===== config.mk =====
export PLATFORM = sky130hd
export DESIGN_NAME = tcw_walker
export DESIGN_NICKNAME = d
export VERILOG_FILES = /design/src/hdl/tcw_pkg.sv /design/src/hdl/tcw_walker.sv
export SDC_FILE = /design/constraint.sdc
export NUM_CORES = 1
export LEC_CHECK = 0
export BUFFER_PORTS_ARGS = -buffer_cell sky130_fd_sc_hd__buf_2
export CELL_PAD_IN_SITES_DETAIL_PLACEMENT = 0
export CELL_PAD_IN_SITES_GLOBAL_PLACEMENT = 2
export CORE_ASPECT_RATIO = 1.5
export CORE_UTILIZATION = 34
export DETAILED_ROUTE_END_ITERATION = 6
export PLACE_DENSITY = 0.91
export SYNTH_ARGS = -nofsm -noshare
export SYNTH_HDL_FRONTEND = slang
export SYNTH_SLANG_ARGS = --single-unit
export TNS_END_PERCENT = 20

===== constraint.sdc =====
create_clock -name clk -period 5.5 [get_ports clk]
set_clock_uncertainty 0.05 [all_clocks]
set_input_delay 0.55 -clock clk [delete_from_list [all_inputs] [get_ports clk]]
set_output_delay 0.55 -clock clk [all_outputs]
set_load 0.01 [all_outputs]

===== src/hdl/tcw_pkg.sv =====
`default_nettype none
package tcw_pkg;

	localparam logic [2:0] OP_PUT        = 3'd0;
	localparam logic [2:0] OP_CLEAR      = 3'd1;
	localparam logic [2:0] OP_SET_COLORS = 3'd2;
	localparam logic [2:0] OP_SET_FORE   = 3'd3;
	localparam logic [2:0] OP_RESTORE    = 3'd4;
	localparam logic [2:0] OP_SCROLL     = 3'd5;
	localparam logic [2:0] OP_READ       = 3'd6;

	localparam logic [7:0] CH_BS = 8'h08;
	localparam logic [7:0] CH_HT = 8'h09;
	localparam logic [7:0] CH_NL = 8'h0A;
	localparam logic [7:0] CH_CR = 8'h0D;

	localparam logic [7:0] ATTR_RESET = 8'h07;
	localparam logic [7:0] BACK_MASK  = 8'hF0;
	localparam logic [7:0] FORE_MASK  = 8'h0F;

	localparam int CELL_W = 16;

	typedef struct packed {
		logic [2:0]  op;
		logic [7:0]  char_code;
		logic [3:0]  fore_color;
		logic [3:0]  back_color;
		logic [7:0]  scroll_rows;
		logic [10:0] cell_index;
	} req_t;

	typedef struct packed {
		logic [10:0] cursor_position;
		logic [7:0]  cell_char;
		logic [7:0]  cell_attr;
		logic [7:0]  current_attribute;
	} rsp_t;

	// walker command: start a pass, with or without the upward copy
	typedef struct packed {
		logic start;
		logic copy;
	} wk_ctl_t;

	typedef struct packed {
		logic busy;
		logic done;
	} wk_sts_t;

endpackage
`default_nettype wire


===== src/hdl/tcw_walker.sv =====
`default_nettype none
module tcw_walker
	import tcw_pkg::*;
#(
	parameter int CELLS = 2000,
	parameter int AW    = 11
) (
	input  wire logic              clk,
	input  wire logic              arst_n,
	input  wire wk_ctl_t           ctl,
	input  wire logic [AW-1:0]     shift,
	input  wire logic [AW-1:0]     base,
	input  wire logic [7:0]        fill_attr,
	input  wire logic [CELL_W-1:0] rd_data,
	output logic                   rd_en,
	output logic      [AW-1:0]     rd_addr,
	output logic                   wr_en,
	output logic      [AW-1:0]     wr_addr,
	output logic      [CELL_W-1:0] wr_data,
	output wk_sts_t                sts
);

	localparam logic [1:0] W_IDLE  = 2'd0;
	localparam logic [1:0] W_COPY  = 2'd1;
	localparam logic [1:0] W_DRAIN = 2'd2;
	localparam logic [1:0] W_FILL  = 2'd3;

	localparam logic [AW-1:0] LAST = AW'(CELLS - 1);

	logic [1:0]    ws_q;
	logic [AW-1:0] ptr_q;
	logic [AW-1:0] shift_q;
	logic [AW-1:0] base_q;
	logic          cpv_s1;
	logic [AW-1:0] dst_s1;

	// reset enters the fill pass directly: the power-on clear
	always_ff @(posedge clk or negedge arst_n) begin
		if (!arst_n) begin
			ws_q   <= W_FILL;
			ptr_q  <= '0;
			cpv_s1 <= 1'b0;
		end else begin
			cpv_s1 <= (ws_q == W_COPY);
			case (ws_q)
				W_IDLE: begin
					if (ctl.start) begin
						if (ctl.copy && base != '0) begin
							ws_q  <= W_COPY;
							ptr_q <= '0;
						end else begin
							ws_q  <= W_FILL;
							ptr_q <= base;
						end
					end
				end
				W_COPY: begin
					if (ptr_q == base_q - AW'(1)) begin
						ws_q <= W_DRAIN;
					end else begin
						ptr_q <= ptr_q + AW'(1);
					end
				end
				W_DRAIN: begin
					ws_q  <= W_FILL;
					ptr_q <= base_q;
				end
				W_FILL: begin
					if (ptr_q == LAST) begin
						ws_q <= W_IDLE;
					end else begin
						ptr_q <= ptr_q + AW'(1);
					end
				end
				default: begin
					ws_q <= W_IDLE;
				end
			endcase
		end
	end

	always_ff @(posedge clk) begin
		if (ws_q == W_IDLE && ctl.start) begin
			shift_q <= shift;
			base_q  <= base;
		end
		dst_s1 <= ptr_q;
	end

	// each copy read is written back in the next cycle; source is always above dest
	assign rd_en   = (ws_q == W_COPY);
	assign rd_addr = ptr_q + shift_q;
	assign wr_en   = cpv_s1 || (ws_q == W_FILL);
	assign wr_addr = cpv_s1 ? dst_s1 : ptr_q;
	assign wr_data = cpv_s1 ? rd_data : {8'h00, fill_attr};

	assign sts.busy = (ws_q != W_IDLE);
	assign sts.done = (ws_q == W_FILL) && (ptr_q == LAST);

endmodule
`default_nettype wire


=== Word level (Yosys, flattened, before mapping) ===
Index checks and enable logic that the tools add are counted.

* Register bits: 47
* Input port bits: 50
* Output and inout port bits: 42
* Logic and storage cells: 40

* $add $sub $neg: 3
* Eq/ne operators: 10
* Mux-type cells: 12
* Reduce and logical (&&, ||, !) cells: 9

{| class="wikitable"
|+ Operators with widths
! cell !! count
|-
| $mux W11 || 5
|-
| $pmux W11 S4 || 1
|-
| $mux W16 || 1
|-
| $add A11 B1 Y11 const B || 1
|-
| $add A11 B11 Y11 || 1
|-
| $eq A11 B11 Y1 || 1
|-
| $eq A11 B11 Y1 const B || 1
|-
| $reduce_bool A11 Y1 || 1
|-
| $sub A11 B1 Y11 const B || 1
|-
| $mux W2 || 4
|-
| $ne A2 B2 Y1 const B || 4
|-
| $pmux W2 S4 || 1
|-
| $reduce_and A3 Y1 || 2
|-
| $eq A2 B2 Y1 const B || 2
|-
| $logic_and A1 B1 Y1 || 3
|-
| $eq A2 B1 Y1 const B || 1
|-
| $logic_not A2 Y1 || 1
|-
| $ne A2 B1 Y1 const B || 1
|-
| $reduce_bool A2 Y1 || 1
|-
| $logic_or A1 B1 Y1 || 1
|}

=== Logic depth before layout (Yosys ltp) ===
* Depth in word-level cells: 5
* Gate-level depth with buffers: 10
* Depth with buffers taken out: 10

=== Least setup slack after synthesis ===
Ideal clock, no wire load.

* Kind: register -> output
* From: register ptr_q[1]
* To: output rd_addr[9]
* Arrival: 2.179 ns
* Required time: 4.900 ns
* Slack: 2.721 ns
* Stages on the path, launching flop included: 9
* Path buffers: 0
* Cells stage by stage: dfrtp_1 > ha_1 > a21o_1 > a21oi_1 > o21ai_0 > a2111o_1 > a31o_2 > a21oi_1 > xnor2_1

* Cells in the longest elaborated chain, start to end: 1

{| class="wikitable"
|+ Ends and longest elaborated chain
! element !! line !! text
|-
| start: declaration || tcw_walker.sv:31 || <nowiki>logic [AW-1:0] ptr_q;</nowiki>
|-
| start signal: assignment || tcw_walker.sv:53 || <nowiki>ptr_q <= base;</nowiki>
|-
| start signal: assignment || tcw_walker.sv:61 || <nowiki>ptr_q <= ptr_q + AW'(1);</nowiki>
|-
| start signal: assignment || tcw_walker.sv:66 || <nowiki>ptr_q <= base_q;</nowiki>
|-
| $add A11 B11 Y11 || tcw_walker.sv:92 || <nowiki>assign rd_addr = ptr_q + shift_q;</nowiki>
|-
| end: declaration || tcw_walker.sv:16 || <nowiki>output logic [AW-1:0] rd_addr,</nowiki>
|}

Every way passes these cells.

=== Worst setup path after layout ===
* From: register ptr_q[0]
* To: output rd_addr[10]

The elaborated chain is that of the path after synthesis.

==> flow_summary.json <==
{
  "regToRegSetupSlack_ps": 2630,
  "synth_area_um2": 2980,
  "dp_hpwl_um": 5740,
  "via_per_inst": 5.00,
  "drc_errors": 0,
  "initialDrtViolationCount": 73,
  "postCtsSetupRepairBufs": 0,
  "endpoint_kind": "output port",
  "htree_levels": 2,
  "die_y_um": 117,
  "netlist_top_cells_area": "edfxtp_1 (22%), dfrtp_1 (10%), dfxtp_1 (7.4%)",
  "power.density_nw_per_um2": 529,
  "worstSetupPathType": "register to output port",
  "rr_endpoint": "ptr_q[8]",
  "synth_top_cell_by_area": "edfxtp_1",
  "critPathMaxFanout": 9,
  "finalSetupViolations": 0,
  "leakage_nw": 1.61,
  "synth_top_area_share_pct": 22.1,
  "r2r_cells": 9,
  "final.setup.tns_ps": 0,
  "synth-edff-count": 22,
  "ys_seq_area_share_pct": 41.4,
  "grt_pass1_wl_um": 10900,
  "rows": 41,
  "io_buffers": 91,
  "cts_buffers": 5,
  "r2r_start": "base_q[0]",
  "gp_congestion": 0.809,
  "syn_inst": 289,
  "maxCapViolCount": 0,
  "synth.net_count": 357,
  "tritoncts": "done",
  "yosys-top-cells-count": "edfxtp_1 (22), xnor2_1 (19), o21ai_0 (18)",
  "avgSynthCellArea_um2": 10.3,
  "status": "finished clean",
  "clock_sinks": 47,
  "worst_slew_pin_slew_ps": 1080,
  "ys_seq_elements": 47,
  "grt-ovfl-total": 0,
  "grt_use_total_pct": 15.8,
  "fmax_mhz": 294,
  "required_ps": 4900,
  "firstDrtPassIters": 4,
  "endpoint": "rd_addr[10]",
  "synthArstFlopShare_pct": 29.8,
  "vias": 2423,
  "min_path_type": "input port to async pin",
  "critPathLaunch": "ptr_q[0]",
  "wl_um": 7120,
  "areaGrowthSynthToFinish_pct": 22.7,
  "grt_max_degree": 33,
  "antenna_found_initial": 0,
  "grt_pass1_vias": 2256,
  "wl_met1_um": 2870,
  "period_share_pct": 61.8,
  "synth_cell_types": 54,
  "die-area_um2": 9160,
  "crit_arrival_ps": 2800,
  "max_slew_margin_pct": 27.8,
  "dr.max_layer_used": "met4",
  "cts_hold_buf": 0,
  "fin_util_pct": 43.2,
  "finalCriticalPeriod_ps": 3400,
  "cts_root_buffer": "clkbuf_16",
  "ir_drop_uv": 199,
  "power_mw": 1.94,
  "initial_core_util_pct": 35.2,
  "clkTransAtPathRegs_ps": 60,
  "drive_gt1_share_pct": 34.4,
  "n_antenna_cell": 0,
  "rsz0062_at_grt": "no",
  "startpoint_type": "register",
  "placedInstanceArea_um2": 3520,
  "final_cells": 485,
  "ys.warnings.count": 0,
  "fin_nets": 445,
  "avgRoutedWirePerCell_um": 14.7,
  "dp.cells": 477,
  "hold_violations": 0,
  "wl_met3_um": 307,
  "pin_count": 92,
  "final_design_area_no_fill_um2": 3660,
  "drv_slew": 0,
  "die_w_um": 78.5,
  "ys.flop_type": "edfxtp_1",
  "yosysMostFrequentCell": "edfxtp_1",
  "routed-wl-met2_um": 3810,
  "clk_latency_ps": 280,
  "cts_resized": 0,
  "core_um2": 8460,
  "ant_nets": 0,
  "clock_path_buffers": 2
}
==> worst min-delay path by stage <==
stage	endpoint	from	slack [ps]
finish	ptr_q[5]	arst_n	120
global route	ptr_q[10]	arst_n	140
CTS	ptr_q[5]	arst_n	130
detailed placement	dst_s1[9]	ptr_q[9]	420
global placement	dst_s1[9]	ptr_q[9]	400
floorplan	cpv_s1	arst_n	200
==> cell type report <==
cell class	instances	area [µm²]
fillers	854	4800
inverters	17	63.8
multi-input cells	215	1630
well taps	107	134
flip-flops and latches	47	1230
clock buffers	6	129
clock inverters	2	12.5
repair buffers	91	455
==> flip-flops by register name, indices dropped and copies added, names as in the netlist <==
register,count
base_q,11
cpv_s1,1
dst_s1,11
ws_q,2
ptr_q,11
shift_q,11
==> where the power goes <==
group	switching (mW)	internal, mW	leakage, nW
clock network	0.122	0.168	0.0669
logic	0.533	0.494	1.07
registers	0.133	0.486	0.471
==> worst max-delay path: stages (launching register included) <==
cell	delay [ps]
dfrtp_1	510
ha_1	220
inv_1	60
fa_1	400
nor2b_1	120
o21ai_0	100
a21boi_0	250
o21ai_0	150
a21oi_1	280
and4_1	230
nor3_1	50
buf_2	150
==> kinds of logic (layout without fill, tap and decap cells) <==
group | count (synthesis) | after routing | share of synthesized area (%)
compound gates | 57 | 57 | 12.8
xor+xnor | 29 | 29 | 8.51
fa+ha+maj | 18 | 18 | 7.80
buf+inv | 27 | 116 | 3.94
flops | 47 | 47 | 41.4
mux | 28 | 28 | 11.2
simple gates | 83 | 83 | 14.4
==> placed cells by master (no fill, tap or decap), types with 7 or more instances in the layout <==
cell | Yosys | layout
a21oi_1 | 12 | 12
a22oi_1 | 9 | 9
and2_1 | 10 | 10
buf_2 | 0 | 91
dfrtp_1 | 12 | 12
dfxtp_1 | 11 | 11
edfxtp_1 | 22 | 22
ha_1 | 17 | 17
inv_1 | 17 | 17
mux2_2 | 16 | 16
mux2_4 | 7 | 7
nand2_1 | 17 | 17
nor2_1 | 17 | 17
nor3_1 | 11 | 11
o21ai_0 | 18 | 18
xnor2_1 | 19 | 19
xor2_1 | 10 | 10
==> per-stage QoR <==
step                worst slack (ps)  hold slack, ps
floorplan                       2720             204
global placement                2450             405
detailed placement              2370             422
CTS                             2060             129
global route                    1820             140
finish                          2100             119
==> routing by layer <==
layer / GRT usage (%) / vias up
met3: 2.66 / 8
li1: - / 1218
met1: 17.8 / 1125
met2: 29.5 / 72
met4: 6.30 / 0
met5: 0 / -
No activity file was read; power rests on OpenSTA's default activity.
